<file path="config.mk">
export PLATFORM = sky130hd
export DESIGN_NAME = report_driven_bitrate_adapter
export DESIGN_NICKNAME = d
export VERILOG_FILES = /design/src/rba_pkg.sv /design/src/rba_cfg.sv /design/src/rba_core.sv /design/src/report_driven_bitrate_adapter.sv
export SDC_FILE = /design/constraint.sdc
export NUM_CORES = 1
export LEC_CHECK = 0
export BUFFER_PORTS_ARGS = -buffer_cell sky130_fd_sc_hd__buf_2
export CAP_MARGIN = 20
export CORE_ASPECT_RATIO = 1.2
export CORE_MARGIN = 5
export CORE_UTILIZATION = 25
export CTS_CLUSTER_SIZE = 12
export DETAILED_ROUTE_END_ITERATION = 10
export PLACE_DENSITY = 0.51
export SLEW_MARGIN = 20
export SYNTH_ARGS = -nofsm -noshare
export SYNTH_HDL_FRONTEND = slang
export SYNTH_SLANG_ARGS = --single-unit
</file>
<file path="constraint.sdc">
create_clock -name aclk -period 6.5 [get_ports aclk]
set_input_delay 0.65 -clock aclk [delete_from_list [all_inputs] [get_ports aclk]]
set_output_delay 0.65 -clock aclk [all_outputs]
set_load 0.03 [all_outputs]
</file>
<file path="src/rba_pkg.sv">
// shared types, widths and reset values for the report driven bitrate adapter
package rba_pkg;

    localparam int JITTER_W = 16;
    localparam int LOSS_W   = 8;
    localparam int CHAN_W   = 16;
    localparam int RATE_W   = 10;
    localparam int LIMIT_W  = 10;
    localparam int COUNT_W  = 4;
    localparam int STEP_W   = 8;
    localparam int ADDR_W   = 5;
    localparam int DATA_W   = 32;

    localparam logic [LOSS_W-1:0]   LOSS_LIMIT_RST   = 8'd10;
    localparam logic [LIMIT_W-1:0]  RISE_LIMIT_RST   = 10'd30;
    localparam logic [LIMIT_W-1:0]  CALM_LIMIT_RST   = 10'd10;
    localparam logic [JITTER_W-1:0] JIT_CEILING_RST  = 16'd60;
    localparam logic [COUNT_W-1:0]  NEEDED_RST       = 4'd3;
    localparam logic [RATE_W-1:0]   RATE_FLOOR_RST   = 10'd16;
    localparam logic [RATE_W-1:0]   RATE_CEILING_RST = 10'd64;
    localparam logic [STEP_W-1:0]   RATE_STEP_RST    = 8'd4;
    localparam logic [RATE_W-1:0]   ASSIGNED_RST     = 10'd64;

    // register map, word index
    typedef enum logic [2:0] {
        REG_LOSS_LIMIT   = 3'd0,
        REG_RISE_LIMIT   = 3'd1,
        REG_CALM_LIMIT   = 3'd2,
        REG_JIT_CEILING  = 3'd3,
        REG_NEEDED       = 3'd4,
        REG_RATE_FLOOR   = 3'd5,
        REG_RATE_CEILING = 3'd6,
        REG_RATE_STEP    = 3'd7
    } reg_idx_t;

    typedef enum logic [1:0] {
        NET_STABLE    = 2'd0,
        NET_NEUTRAL   = 2'd1,
        NET_CONGESTED = 2'd2
    } net_state_t;

    typedef struct packed {
        logic [LOSS_W-1:0]   loss_limit;
        logic [LIMIT_W-1:0]  jitter_rise_limit;
        logic [LIMIT_W-1:0]  jitter_calm_limit;
        logic [JITTER_W-1:0] jitter_ceiling;
        logic [COUNT_W-1:0]  stable_reports_needed;
        logic [RATE_W-1:0]   rate_floor;
        logic [RATE_W-1:0]   rate_ceiling;
        logic [STEP_W-1:0]   rate_step;
    } cfg_t;

    typedef struct packed {
        logic [JITTER_W-1:0] jitter;
        logic [LOSS_W-1:0]   fraction_lost;
        logic [CHAN_W-1:0]   channel_limit;
    } report_t;

    typedef struct packed {
        logic [RATE_W-1:0] suggested_rate;
        net_state_t        network_state;
    } result_t;

endpackage

</file>
<file path="src/rba_cfg.sv">
// configuration register file behind the apb port
module rba_cfg (
    input  logic                         aclk,
    input  logic                         aresetn,
    input  logic                         psel,
    input  logic                         penable,
    input  logic                         pwrite,
    input  logic [rba_pkg::ADDR_W-1:0]   paddr,
    input  logic [rba_pkg::DATA_W-1:0]   pwdata,
    output logic [rba_pkg::DATA_W-1:0]   prdata,
    output logic                         pready,
    output rba_pkg::cfg_t                cfg
);

    rba_pkg::cfg_t    cfg_reg;
    rba_pkg::reg_idx_t idx;
    logic             wr_en;

    assign idx    = rba_pkg::reg_idx_t'(paddr[rba_pkg::ADDR_W-1:2]);
    assign pready = 1'b1;
    assign wr_en  = psel && penable && pwrite;
    assign cfg    = cfg_reg;

    // register writes on the access cycle
    always_ff @(posedge aclk) begin
        if (!aresetn) begin
            cfg_reg.loss_limit            <= rba_pkg::LOSS_LIMIT_RST;
            cfg_reg.jitter_rise_limit     <= rba_pkg::RISE_LIMIT_RST;
            cfg_reg.jitter_calm_limit     <= rba_pkg::CALM_LIMIT_RST;
            cfg_reg.jitter_ceiling        <= rba_pkg::JIT_CEILING_RST;
            cfg_reg.stable_reports_needed <= rba_pkg::NEEDED_RST;
            cfg_reg.rate_floor            <= rba_pkg::RATE_FLOOR_RST;
            cfg_reg.rate_ceiling          <= rba_pkg::RATE_CEILING_RST;
            cfg_reg.rate_step             <= rba_pkg::RATE_STEP_RST;
        end else if (wr_en) begin
            unique case (idx)
                rba_pkg::REG_LOSS_LIMIT:
                    cfg_reg.loss_limit <= pwdata[rba_pkg::LOSS_W-1:0];
                rba_pkg::REG_RISE_LIMIT:
                    cfg_reg.jitter_rise_limit <= pwdata[rba_pkg::LIMIT_W-1:0];
                rba_pkg::REG_CALM_LIMIT:
                    cfg_reg.jitter_calm_limit <= pwdata[rba_pkg::LIMIT_W-1:0];
                rba_pkg::REG_JIT_CEILING:
                    cfg_reg.jitter_ceiling <= pwdata[rba_pkg::JITTER_W-1:0];
                rba_pkg::REG_NEEDED:
                    cfg_reg.stable_reports_needed <= pwdata[rba_pkg::COUNT_W-1:0];
                rba_pkg::REG_RATE_FLOOR:
                    cfg_reg.rate_floor <= pwdata[rba_pkg::RATE_W-1:0];
                rba_pkg::REG_RATE_CEILING:
                    cfg_reg.rate_ceiling <= pwdata[rba_pkg::RATE_W-1:0];
                rba_pkg::REG_RATE_STEP:
                    cfg_reg.rate_step <= pwdata[rba_pkg::STEP_W-1:0];
                default: ;
            endcase
        end
    end

    // read back, zero extended
    always_comb begin
        unique case (idx)
            rba_pkg::REG_LOSS_LIMIT:
                prdata = {{(rba_pkg::DATA_W-rba_pkg::LOSS_W){1'b0}}, cfg_reg.loss_limit};
            rba_pkg::REG_RISE_LIMIT:
                prdata = {{(rba_pkg::DATA_W-rba_pkg::LIMIT_W){1'b0}},
                          cfg_reg.jitter_rise_limit};
            rba_pkg::REG_CALM_LIMIT:
                prdata = {{(rba_pkg::DATA_W-rba_pkg::LIMIT_W){1'b0}},
                          cfg_reg.jitter_calm_limit};
            rba_pkg::REG_JIT_CEILING:
                prdata = {{(rba_pkg::DATA_W-rba_pkg::JITTER_W){1'b0}},
                          cfg_reg.jitter_ceiling};
            rba_pkg::REG_NEEDED:
                prdata = {{(rba_pkg::DATA_W-rba_pkg::COUNT_W){1'b0}},
                          cfg_reg.stable_reports_needed};
            rba_pkg::REG_RATE_FLOOR:
                prdata = {{(rba_pkg::DATA_W-rba_pkg::RATE_W){1'b0}}, cfg_reg.rate_floor};
            rba_pkg::REG_RATE_CEILING:
                prdata = {{(rba_pkg::DATA_W-rba_pkg::RATE_W){1'b0}}, cfg_reg.rate_ceiling};
            rba_pkg::REG_RATE_STEP:
                prdata = {{(rba_pkg::DATA_W-rba_pkg::STEP_W){1'b0}}, cfg_reg.rate_step};
            default:
                prdata = '0;
        endcase
    end

endmodule

</file>
<file path="src/rba_core.sv">
// rate decision logic and the adapter state (previous jitter, stable count, rate)
module rba_core (
    input  logic              aclk,
    input  logic              aresetn,
    input  logic              upd_en,
    input  rba_pkg::cfg_t     cfg,
    input  rba_pkg::report_t  rpt,
    output rba_pkg::result_t  res
);

    logic [rba_pkg::JITTER_W-1:0] prev_jitter_reg;
    logic [rba_pkg::COUNT_W-1:0]  stable_count_reg;
    logic [rba_pkg::COUNT_W-1:0]  stable_count_next;
    logic [rba_pkg::RATE_W-1:0]   assigned_rate_reg;
    logic [rba_pkg::RATE_W-1:0]   assigned_rate_next;

    logic signed [rba_pkg::JITTER_W:0] gradient;
    logic signed [rba_pkg::JITTER_W:0] rise_lim;
    logic signed [rba_pkg::JITTER_W:0] calm_lim;
    logic                              congested;
    logic                              stable;
    logic [rba_pkg::COUNT_W-1:0]       count_inc;
    logic [rba_pkg::RATE_W-1:0]        half_rate;
    logic [rba_pkg::RATE_W-1:0]        down_rate;
    logic [rba_pkg::RATE_W:0]          up_sum;
    logic [rba_pkg::RATE_W-1:0]        up_rate;
    rba_pkg::net_state_t               state;

    // signed jitter gradient against the previous report
    assign gradient = $signed({1'b0, rpt.jitter}) - $signed({1'b0, prev_jitter_reg});
    assign rise_lim = $signed({{(rba_pkg::JITTER_W+1-rba_pkg::LIMIT_W){1'b0}},
                               cfg.jitter_rise_limit});
    assign calm_lim = $signed({{(rba_pkg::JITTER_W+1-rba_pkg::LIMIT_W){1'b0}},
                               cfg.jitter_calm_limit});

    assign congested = (rpt.fraction_lost > cfg.loss_limit) || (gradient > rise_lim);
    assign stable    = (rpt.fraction_lost == '0) && (gradient < calm_lim) &&
                       (rpt.jitter < cfg.jitter_ceiling);

    // candidate rates for decrease and increase
    assign count_inc = stable_count_reg + rba_pkg::COUNT_W'(1);
    assign half_rate = {1'b0, assigned_rate_reg[rba_pkg::RATE_W-1:1]};
    assign down_rate = (half_rate > cfg.rate_floor) ? half_rate : cfg.rate_floor;
    assign up_sum    = {1'b0, assigned_rate_reg} +
                       {{(rba_pkg::RATE_W+1-rba_pkg::STEP_W){1'b0}}, cfg.rate_step};
    assign up_rate   = (up_sum < {1'b0, cfg.rate_ceiling}) ?
                       up_sum[rba_pkg::RATE_W-1:0] : cfg.rate_ceiling;

    // additive increase, multiplicative decrease
    always_comb begin
        priority if (congested) begin
            assigned_rate_next = down_rate;
            stable_count_next  = '0;
            state              = rba_pkg::NET_CONGESTED;
        end else if (stable) begin
            if (count_inc >= cfg.stable_reports_needed) begin
                assigned_rate_next = up_rate;
                stable_count_next  = '0;
            end else begin
                assigned_rate_next = assigned_rate_reg;
                stable_count_next  = count_inc;
            end
            state = rba_pkg::NET_STABLE;
        end else begin
            assigned_rate_next = assigned_rate_reg;
            stable_count_next  = '0;
            state              = rba_pkg::NET_NEUTRAL;
        end
    end

    // result: lesser of new rate and channel limit
    always_comb begin
        res.network_state = state;
        if ({{(rba_pkg::CHAN_W-rba_pkg::RATE_W){1'b0}}, assigned_rate_next} <
            rpt.channel_limit) begin
            res.suggested_rate = assigned_rate_next;
        end else begin
            res.suggested_rate = rpt.channel_limit[rba_pkg::RATE_W-1:0];
        end
    end

    // state update once per report
    always_ff @(posedge aclk) begin
        if (!aresetn) begin
            prev_jitter_reg   <= '0;
            stable_count_reg  <= '0;
            assigned_rate_reg <= rba_pkg::ASSIGNED_RST;
        end else if (upd_en) begin
            prev_jitter_reg   <= rpt.jitter;
            stable_count_reg  <= stable_count_next;
            assigned_rate_reg <= assigned_rate_next;
        end
    end

endmodule

</file>
<file path="src/report_driven_bitrate_adapter.sv">
// top level: report input register, decision core, result register, apb registers
//
//  channel   direction  payload                                handshake
//  s_        in         jitter, fraction_lost, channel_limit     s_valid / s_ready
//  m_        out        suggested_rate, network_state            m_valid / m_ready
//  apb       in/out     8 registers at byte address 4*i          psel / penable, pready=1
//
// one report per cycle sustained while m_ready stays high; a report reaches m_ through
// the input register, then the decision logic into the result register
// synchronous active-low reset clears both stage valids and the adapter state
// s_ready drops only while both the input and the result register are full and m_ready is low
module report_driven_bitrate_adapter (
    input  logic                           aclk,
    input  logic                           aresetn,
    input  logic                           s_valid,
    output logic                           s_ready,
    input  logic [rba_pkg::JITTER_W-1:0]   s_jitter,
    input  logic [rba_pkg::LOSS_W-1:0]     s_fraction_lost,
    input  logic [rba_pkg::CHAN_W-1:0]     s_channel_limit,
    output logic                           m_valid,
    input  logic                           m_ready,
    output logic [rba_pkg::RATE_W-1:0]     m_suggested_rate,
    output logic [1:0]                     m_network_state,
    input  logic                           psel,
    input  logic                           penable,
    input  logic                           pwrite,
    input  logic [rba_pkg::ADDR_W-1:0]     paddr,
    input  logic [rba_pkg::DATA_W-1:0]     pwdata,
    output logic [rba_pkg::DATA_W-1:0]     prdata,
    output logic                           pready
);

    rba_pkg::cfg_t    cfg;
    rba_pkg::report_t rpt_reg;
    rba_pkg::result_t res_next;
    rba_pkg::result_t res_reg;
    logic             in_vld_reg;
    logic             out_vld_reg;
    logic             advance;
    logic             s_xfer;

    rba_cfg u_cfg (
        .aclk    (aclk),
        .aresetn (aresetn),
        .psel    (psel),
        .penable (penable),
        .pwrite  (pwrite),
        .paddr   (paddr),
        .pwdata  (pwdata),
        .prdata  (prdata),
        .pready  (pready),
        .cfg     (cfg)
    );

    // a report moves into the result register when that register is free or draining
    assign advance = in_vld_reg && (!out_vld_reg || m_ready);
    assign s_ready = !in_vld_reg || advance;
    assign s_xfer  = s_valid && s_ready;

    rba_core u_core (
        .aclk    (aclk),
        .aresetn (aresetn),
        .upd_en  (advance),
        .cfg     (cfg),
        .rpt     (rpt_reg),
        .res     (res_next)
    );

    // input register
    always_ff @(posedge aclk) begin
        if (!aresetn) begin
            in_vld_reg <= 1'b0;
        end else if (s_ready) begin
            in_vld_reg <= s_valid;
        end
    end

    always_ff @(posedge aclk) begin
        if (s_xfer) begin
            rpt_reg.jitter        <= s_jitter;
            rpt_reg.fraction_lost <= s_fraction_lost;
            rpt_reg.channel_limit <= s_channel_limit;
        end
    end

    // result register
    always_ff @(posedge aclk) begin
        if (!aresetn) begin
            out_vld_reg <= 1'b0;
        end else if (advance) begin
            out_vld_reg <= 1'b1;
        end else if (m_ready) begin
            out_vld_reg <= 1'b0;
        end
    end

    always_ff @(posedge aclk) begin
        if (advance) begin
            res_reg <= res_next;
        end
    end

    assign m_valid          = out_vld_reg;
    assign m_suggested_rate = res_reg.suggested_rate;
    assign m_network_state  = res_reg.network_state;

`ifndef NO_ASSERTIONS
    // input stalls only when both stages are full and the result is held
    a_stall_only_when_full: assert property (@(posedge aclk) disable iff (!aresetn)
        !s_ready |-> (in_vld_reg && out_vld_reg && !m_ready))
        else $error("input stalled with room in the pipeline");

    // a report leaving the input register always shows up as a result
    a_advance_fills_out: assert property (@(posedge aclk) disable iff (!aresetn)
        advance |=> m_valid)
        else $error("processed report produced no result");

    // a taken result with nothing behind it leaves the output empty
    a_drain_empties: assert property (@(posedge aclk) disable iff (!aresetn)
        (m_valid && m_ready && !in_vld_reg) |=> !m_valid)
        else $error("result repeated after transfer");
`endif

endmodule
</file>
==> results of run 1 <==
## timing repair
action / in CTS / in global routing
gates resized for setup: 0 / 12
setup endpoints to repair: 0 / 9
setup buffers: 0 / 4
## synthesized netlist by cell type (4+ instances only)
| cell type | instances |
|---|---|
| xor2_1 | 4 |
| o211ai_1 | 15 |
| dfxtp_1 | 108 |
| o21ai_0 | 42 |
| o31ai_1 | 5 |
| a31o_2 | 8 |
| o21a_1 | 5 |
| xnor2_1 | 17 |
| inv_1 | 103 |
| nor3_1 | 13 |
| mux2_2 | 11 |
| clkbuf_1 | 45 |
| mux4_2 | 7 |
| nand3_1 | 26 |
| nor2_1 | 53 |
| a21o_1 | 25 |
| nand2_1 | 171 |
| nand4_1 | 13 |
| and2_1 | 4 |
| buf_1 | 5 |
| nand2b_1 | 10 |
| buf_4 | 17 |
| a21oi_1 | 107 |
| a211oi_1 | 5 |
| ha_1 | 98 |
| nor2b_1 | 15 |
| mux2i_1 | 52 |
| edfxtp_1 | 52 |
| and3_1 | 9 |
| a31oi_1 | 8 |
## layer usage
| layer | track usage, % | wire length [microns] | vias up | part of all wire [%] |
|---|---|---|---|---|
| met2 | 22.45 | 13800 | 208 | 47 |
| li1 | - | - | 4043 | - |
| met4 | 6.651 | 1305 | 4 | 4.5 |
| met5 | 0 | 27 | - | 0.093 |
| met1 | 16.70 | 12640 | 3773 | 43 |
| met3 | 2.975 | 1364 | 56 | 4.7 |
## worst paths after layout
kind | start | slack [ns] | to
worst min-delay path | s_fraction_lost[0] | 0.38 | rpt_reg[16]$_DFFE_PP_
worst max-delay path | rpt_reg[27]$_DFFE_PP_ | 0.42 | m_suggested_rate[4]$_DFFE_PP_
worst max register to register | rpt_reg[27]$_DFFE_PP_ | 0.42 | m_suggested_rate[4]$_DFFE_PP_
worst min register to register | u_core.prev_jitter_reg[14]$_SDFFE_PN0P_ | 0.46 | u_core.prev_jitter_reg[14]$_SDFFE_PN0P_
## power breakdown
part | switching, mW | internal (mW) | total (mW)
Combinational | 0.270 | 0.168 | 0.437
Clock | 0.431 | 0.602 | 1.03
Sequential | 0.0211 | 1.07 | 1.09
## cells by family after synthesis
logic type | after synthesis | share of synthesized area, %
buffers and inverters | 174 | 7.310
and+or+nand+nor | 327 | 14.70
other | 2 | 0.07617
AOI/OAI and AO/OA | 264 | 17.31
xor gates and xnor gates | 21 | 1.865
muxes | 70 | 8.135
adders and majority gates | 100 | 12.84
DFF | 160 | 37.77
## area by class of cell
type                    instances  area [sq um]
clock buffers                  18         429.2
clock inverters                14         165.2
fillers                      4115         27330
inverters                     104         392.9
multi-input cells             799          5522
flip-flops and latches        160          3724
well taps                     526         658.1
repair buffers                113         623.1
## through the flow
step	setup slack [ns]	hold WS [ns]	cell area (sq um)
2_1_floorplan	0.9680	0.4363	9916
3_3_place_gp	0.3559	0.4410	10830
6_report	0.4230	0.3786	11510
4_1_cts	0.2491	0.3471	11420
5_1_grt	-0.01979	0.3543	11510
3_5_place_dp	0.2775	0.4481	10830
==> qor.yml, run 1 <==
synth_ff_type: "dfxtp_1"
drc_errors: 0
power_density_mw_per_mm2: 222.1
ys_types: 69
synth_top_area_share_pct: 21.93
cts_tree: "yes"
htreeDepth: 4
holdPathStages: 1
drive_gt1_share_pct: 15.65
io_pins: 131
rows: 79
ys_ff_latch: 160
syn_area_sq_mm: 0.009859
synth_largest_area_cell: "dfxtp_1"
critPathRequiredTime_ns: 6.69
coreArea_sq_mm: 0.03885
final_common_cell: "nand2_1"
largest_register_ffs: 76
drv_cap: 0
ys_top_cells_by_area: "dfxtp_1 (22%), edfxtp_1 (16%), ha_1 (12%), nand2_1 (6.5%), a21oi_1 (5.4%)"
fin_nets: 1379
ant_nets: 0
finalCoreUtilization_pct: 29.64
cts-root-buf: "clkbuf_16"
critPathCaptureType: "flop"
synth.avg_cell_area_sq_um: 8.819
clock-sinks: 160
chipWidth_microns: 191.3
slew_headroom_pct: 33.63
dp_hpwl_microns: 22510
ys_warn_count: 0
grt_pass1_wl_microns: 45040
drv_slew: 0
async_reset_ff_share_pct: 0
insertion_delay_ns: 0.44
worst_path_max_delay_cell: "edfxtp_1"
fin_skew_ns: 0.006656
fin_crit_sh_pct: 93.49
die_area_sq_mm: 0.04353
arrival_ns: 6.27
fin_tns_setup_ns: 0
first_pass_iters: 5
fin_cells: 1734
clk_pin_slew_ns: 0.07
initial_core_util_pct: 25.38
grtUsageTotal_pct: 13.55
worst-path-buf-inv: 1
place.gp.congestion: 0.8262
cp-start-kind: "flop"
fmax_mhz: 164.6
cp.depth: 25
grt_overflow_total: 0
setup_viol: 0
min_period_ns: 6.077
grt_pass1_vias: 7942
hold_path.class: "input port to flop"
area.growth.synth_to_final_pct: 16.78
finalHoldViolations: 0
cts_buffers: 17
yosysSeqAreaShare_pct: 37.77
wl_per_cell_microns: 16.80
fp.dieH_microns: 227.5
dpl.cell_count: 1698
grt_max_degree: 83
rr_worst_depth: 25
vias_per_cell: 4.662
dr_total_vias: 8084
status: "completed"
p_leak_nw: 4.725
crit_family: "compound AO/OA/AOI/OAI gates"
cp_max_fo: 8
layout_common_cells: "nand2_1 (171), dfxtp_1 (108), a21oi_1 (107)"
tightest_slew_ns: 0.9956
grt_antenna_before_repair: 2
drt-initial-drc-count: 559
power.total_mw: 2.557
syn_inst: 1118
crit_type: "flop to flop"
vdd_drop_max_v: 0.0001099
synth_edf_count: 52
holdBufCountCts: 0
diodes: 0
cpPeakStageDelay_ns: 0.47
io_buffer_count: 95
cts_buffer_depth: 2
routed_wl_microns: 29140
No activity file was read; power rests on OpenSTA's default activity.
==> inputs of run 2 (changes only) <==
Settings changed: PLACE_DENSITY 0.51 to default, PLACE_DENSITY_LB_ADDON from default to 0.15.
==> run 2 against run 1 <==
Compared with the run above: final area decreased by 0.14%; clock power decreased by 4%; clock-buffer cell count increased by 4; critical path type unchanged; critical endpoint unchanged.
==> qor.yml, run 2 (synthesis results as in run 1) <==
cpPeakStageDelay_ns: 0.41  # -0.06 ns
drc_errors: 0  # unchanged
grt_antenna_before_repair: 3  # +1
area.growth.synth_to_final_pct: 16.61
finalHoldViolations: 0  # unchanged
dp_hpwl_microns: 24020  # +6.7%
cts_buffers: 17  # unchanged
critPathRequiredTime_ns: 6.69  # about the same
drv_slew: 0  # unchanged
die_area_sq_mm: 0.04353  # unchanged
fin_skew_ns: 0.01342  # +0.006761 ns
holdBufCountCts: 0  # unchanged
critPathCaptureType: "flop"
holdPathStages: 1  # unchanged
grt_pass1_wl_microns: 47450  # +5.4%
design_area_sq_mm: 0.01150  # -0.14%
pre_cts_slack_ns: -0.08204  # -0.3595 ns
setup_viol: 0  # unchanged
min_from: "s_fraction_lost[7]"
initial_core_util_pct: 25.38  # unchanged
final_common_cell: "nand2_1"
slew_headroom_pct: 31.97  # -1.7 points
grt_max_degree: 57  # -31%
first_pass_iters: 7  # +2
fin_cells: 1735  # +0.058%
chipWidth_microns: 191.3  # unchanged
crit_family: "compound AO/OA/AOI/OAI gates"
cts_tree: "yes"
rr_endpoint: "m_suggested_rate[4]$_DFFE_PP_"
p_leak_nw: 4.715  # -0.22%
grt_pass1_vias: 7907  # -0.44%
tightest_slew_ns: 1.017  # +0.02106 ns
vdd_drop_max_v: 0.0001799  # +64%
io_buffer_count: 95  # unchanged
r2r_slack_ns: 0.40  # -0.02 ns
wl_per_cell_microns: 18.01  # +7.2%
insertion_delay_ns: 0.45  # about the same
crit_top_cell: "ha_1"
hold_path.class: "input port to flop"
dr_total_vias: 8019  # -0.80%
htreeDepth: 4  # unchanged
vias_per_cell: 4.622  # -0.86%
worst-path-buf-inv: 3  # +2
routed_wl_microns: 31250  # +7.2%
fillers: 4138  # +0.56%
placed_area_sq_mm: 0.01084  # +0.14%
power_density_mw_per_mm2: 219.0  # -1.4%
worst_path_max_delay_cell: "o31ai_2"
layout_common_cells: "nand2_1 (171), dfxtp_1 (108), a21oi_1 (107)"
drv_cap: 0  # unchanged
rows: 79  # unchanged
fin_nets: 1380  # +0.073%
coreArea_sq_mm: 0.03885  # unchanged
cts_buffer_depth: 2  # unchanged
io_pins: 131  # unchanged
grtUsageTotal_pct: 14.39  # +0.84 points
drt-initial-drc-count: 361  # -35%
status: "completed"
arrival_ns: 6.28  # about the same
ant_nets: 0  # unchanged
reg2reg_from: "rpt_reg[24]$_DFFE_PP_"
largest_register_ffs: 76  # unchanged
cp_max_fo: 13  # +5
drive_gt1_share_pct: 15.55  # -0.096 points
cts-root-buf: "clkbuf_16"
rr_worst_depth: 27  # +8.0%
place.gp.congestion: 0.8249  # -0.16%
grt_overflow_total: 0  # unchanged
min_to: "rpt_reg[23]$_DFFE_PP_"
fp.dieH_microns: 227.5  # unchanged
min_period_ns: 6.097  # +0.01982 ns
setup_slack_ns: 0.4031  # -0.01982 ns
diodes: 0  # unchanged
crit_type: "flop to flop"
dpl.cell_count: 1700  # +0.12%
fin_tns_setup_ns: 0  # unchanged
clock-sinks: 160  # unchanged
cp-start-kind: "flop"
fmax_mhz: 164.0  # -0.33%
clk_pin_slew_ns: 0.07  # about the same
power.total_mw: 2.517  # -1.6%
fin_crit_sh_pct: 93.80  # +0.30 points
rsz0062_at_grt: "false"
==> run 2: cell types whose count changed in the layout (fill, tap and decap cells not counted), sizes merged <==
cell,before,now
buf,113,114
clkinv,7,5
inv,105,104
clkinvlp,3,4
clkbuf,18,22
bufinv,3,1
==> run 2: where the power goes <==
part           internal (mW)  switching, mW
clock network          0.556          0.428
registers               1.07         0.0217
logic                  0.169          0.277
==> run 2: worst max path at each step <==
| stage | cells past startpoint | startpoint | endpoint | slack (ns) |
|---|---|---|---|---|
| 2_1_floorplan | 26 | u_cfg.cfg[1]$_SDFFE_PN0P_ | m_suggested_rate[1]$_DFFE_PP_ | 0.97 |
| 3_3_place_gp | 26 | rpt_reg[24]$_DFFE_PP_ | m_suggested_rate[8]$_DFFE_PP_ | -0.01 |
| 3_5_place_dp | 26 | rpt_reg[24]$_DFFE_PP_ | m_suggested_rate[9]$_DFFE_PP_ | -0.08 |
| 4_1_cts | 26 | rpt_reg[24]$_DFFE_PP_ | m_suggested_rate[4]$_DFFE_PP_ | 0.03 |
| 5_1_grt | 29 | rpt_reg[24]$_DFFE_PP_ | m_suggested_rate[4]$_DFFE_PP_ | 0.006 |
| 6_report | 27 | rpt_reg[24]$_DFFE_PP_ | m_suggested_rate[4]$_DFFE_PP_ | 0.40 |
==> run 2: metrics by stage <==
stage | hold WS (ns) | utilization, %
3_3_place_gp | 0.4409 | 27.91
6_report | 0.3774 | 29.60
4_1_cts | 0.3485 | 29.36
5_1_grt | 0.3600 | 29.60
2_1_floorplan | 0.4363 | -
3_5_place_dp | 0.4467 | 27.91
==> run 2: what timing repair did <==
action,CTS,global route
buffers inserted,0,3
endpoints found under the setup margin,9,9
gates resized for setup,1,11
pin swaps,0,4
==> run 2: cell type report <==
class / count / area, sq um / share of cell area (%)
timing repair buffer: 114 / 634.4 / 5.517
inverter: 104 / 390.4 / 3.395
clock buffer: 22 / 475.5 / 4.135
sequential: 160 / 3724 / 32.39
tap: 526 / 658.1 / 5.724
clock inverter: 10 / 85.08 / 0.7400
multi-input combinational: 799 / 5530 / 48.10
==> run 2: layer usage <==
metal  vias to the layer above  track usage (%)  routed length, microns
li1                       4040                -                       -
met1                      3786            17.94                   13820
met2                       152            24.99                   15490
met3                        35            2.469                    1095
met4                         6            5.284                     806
met5                         -                0                      37
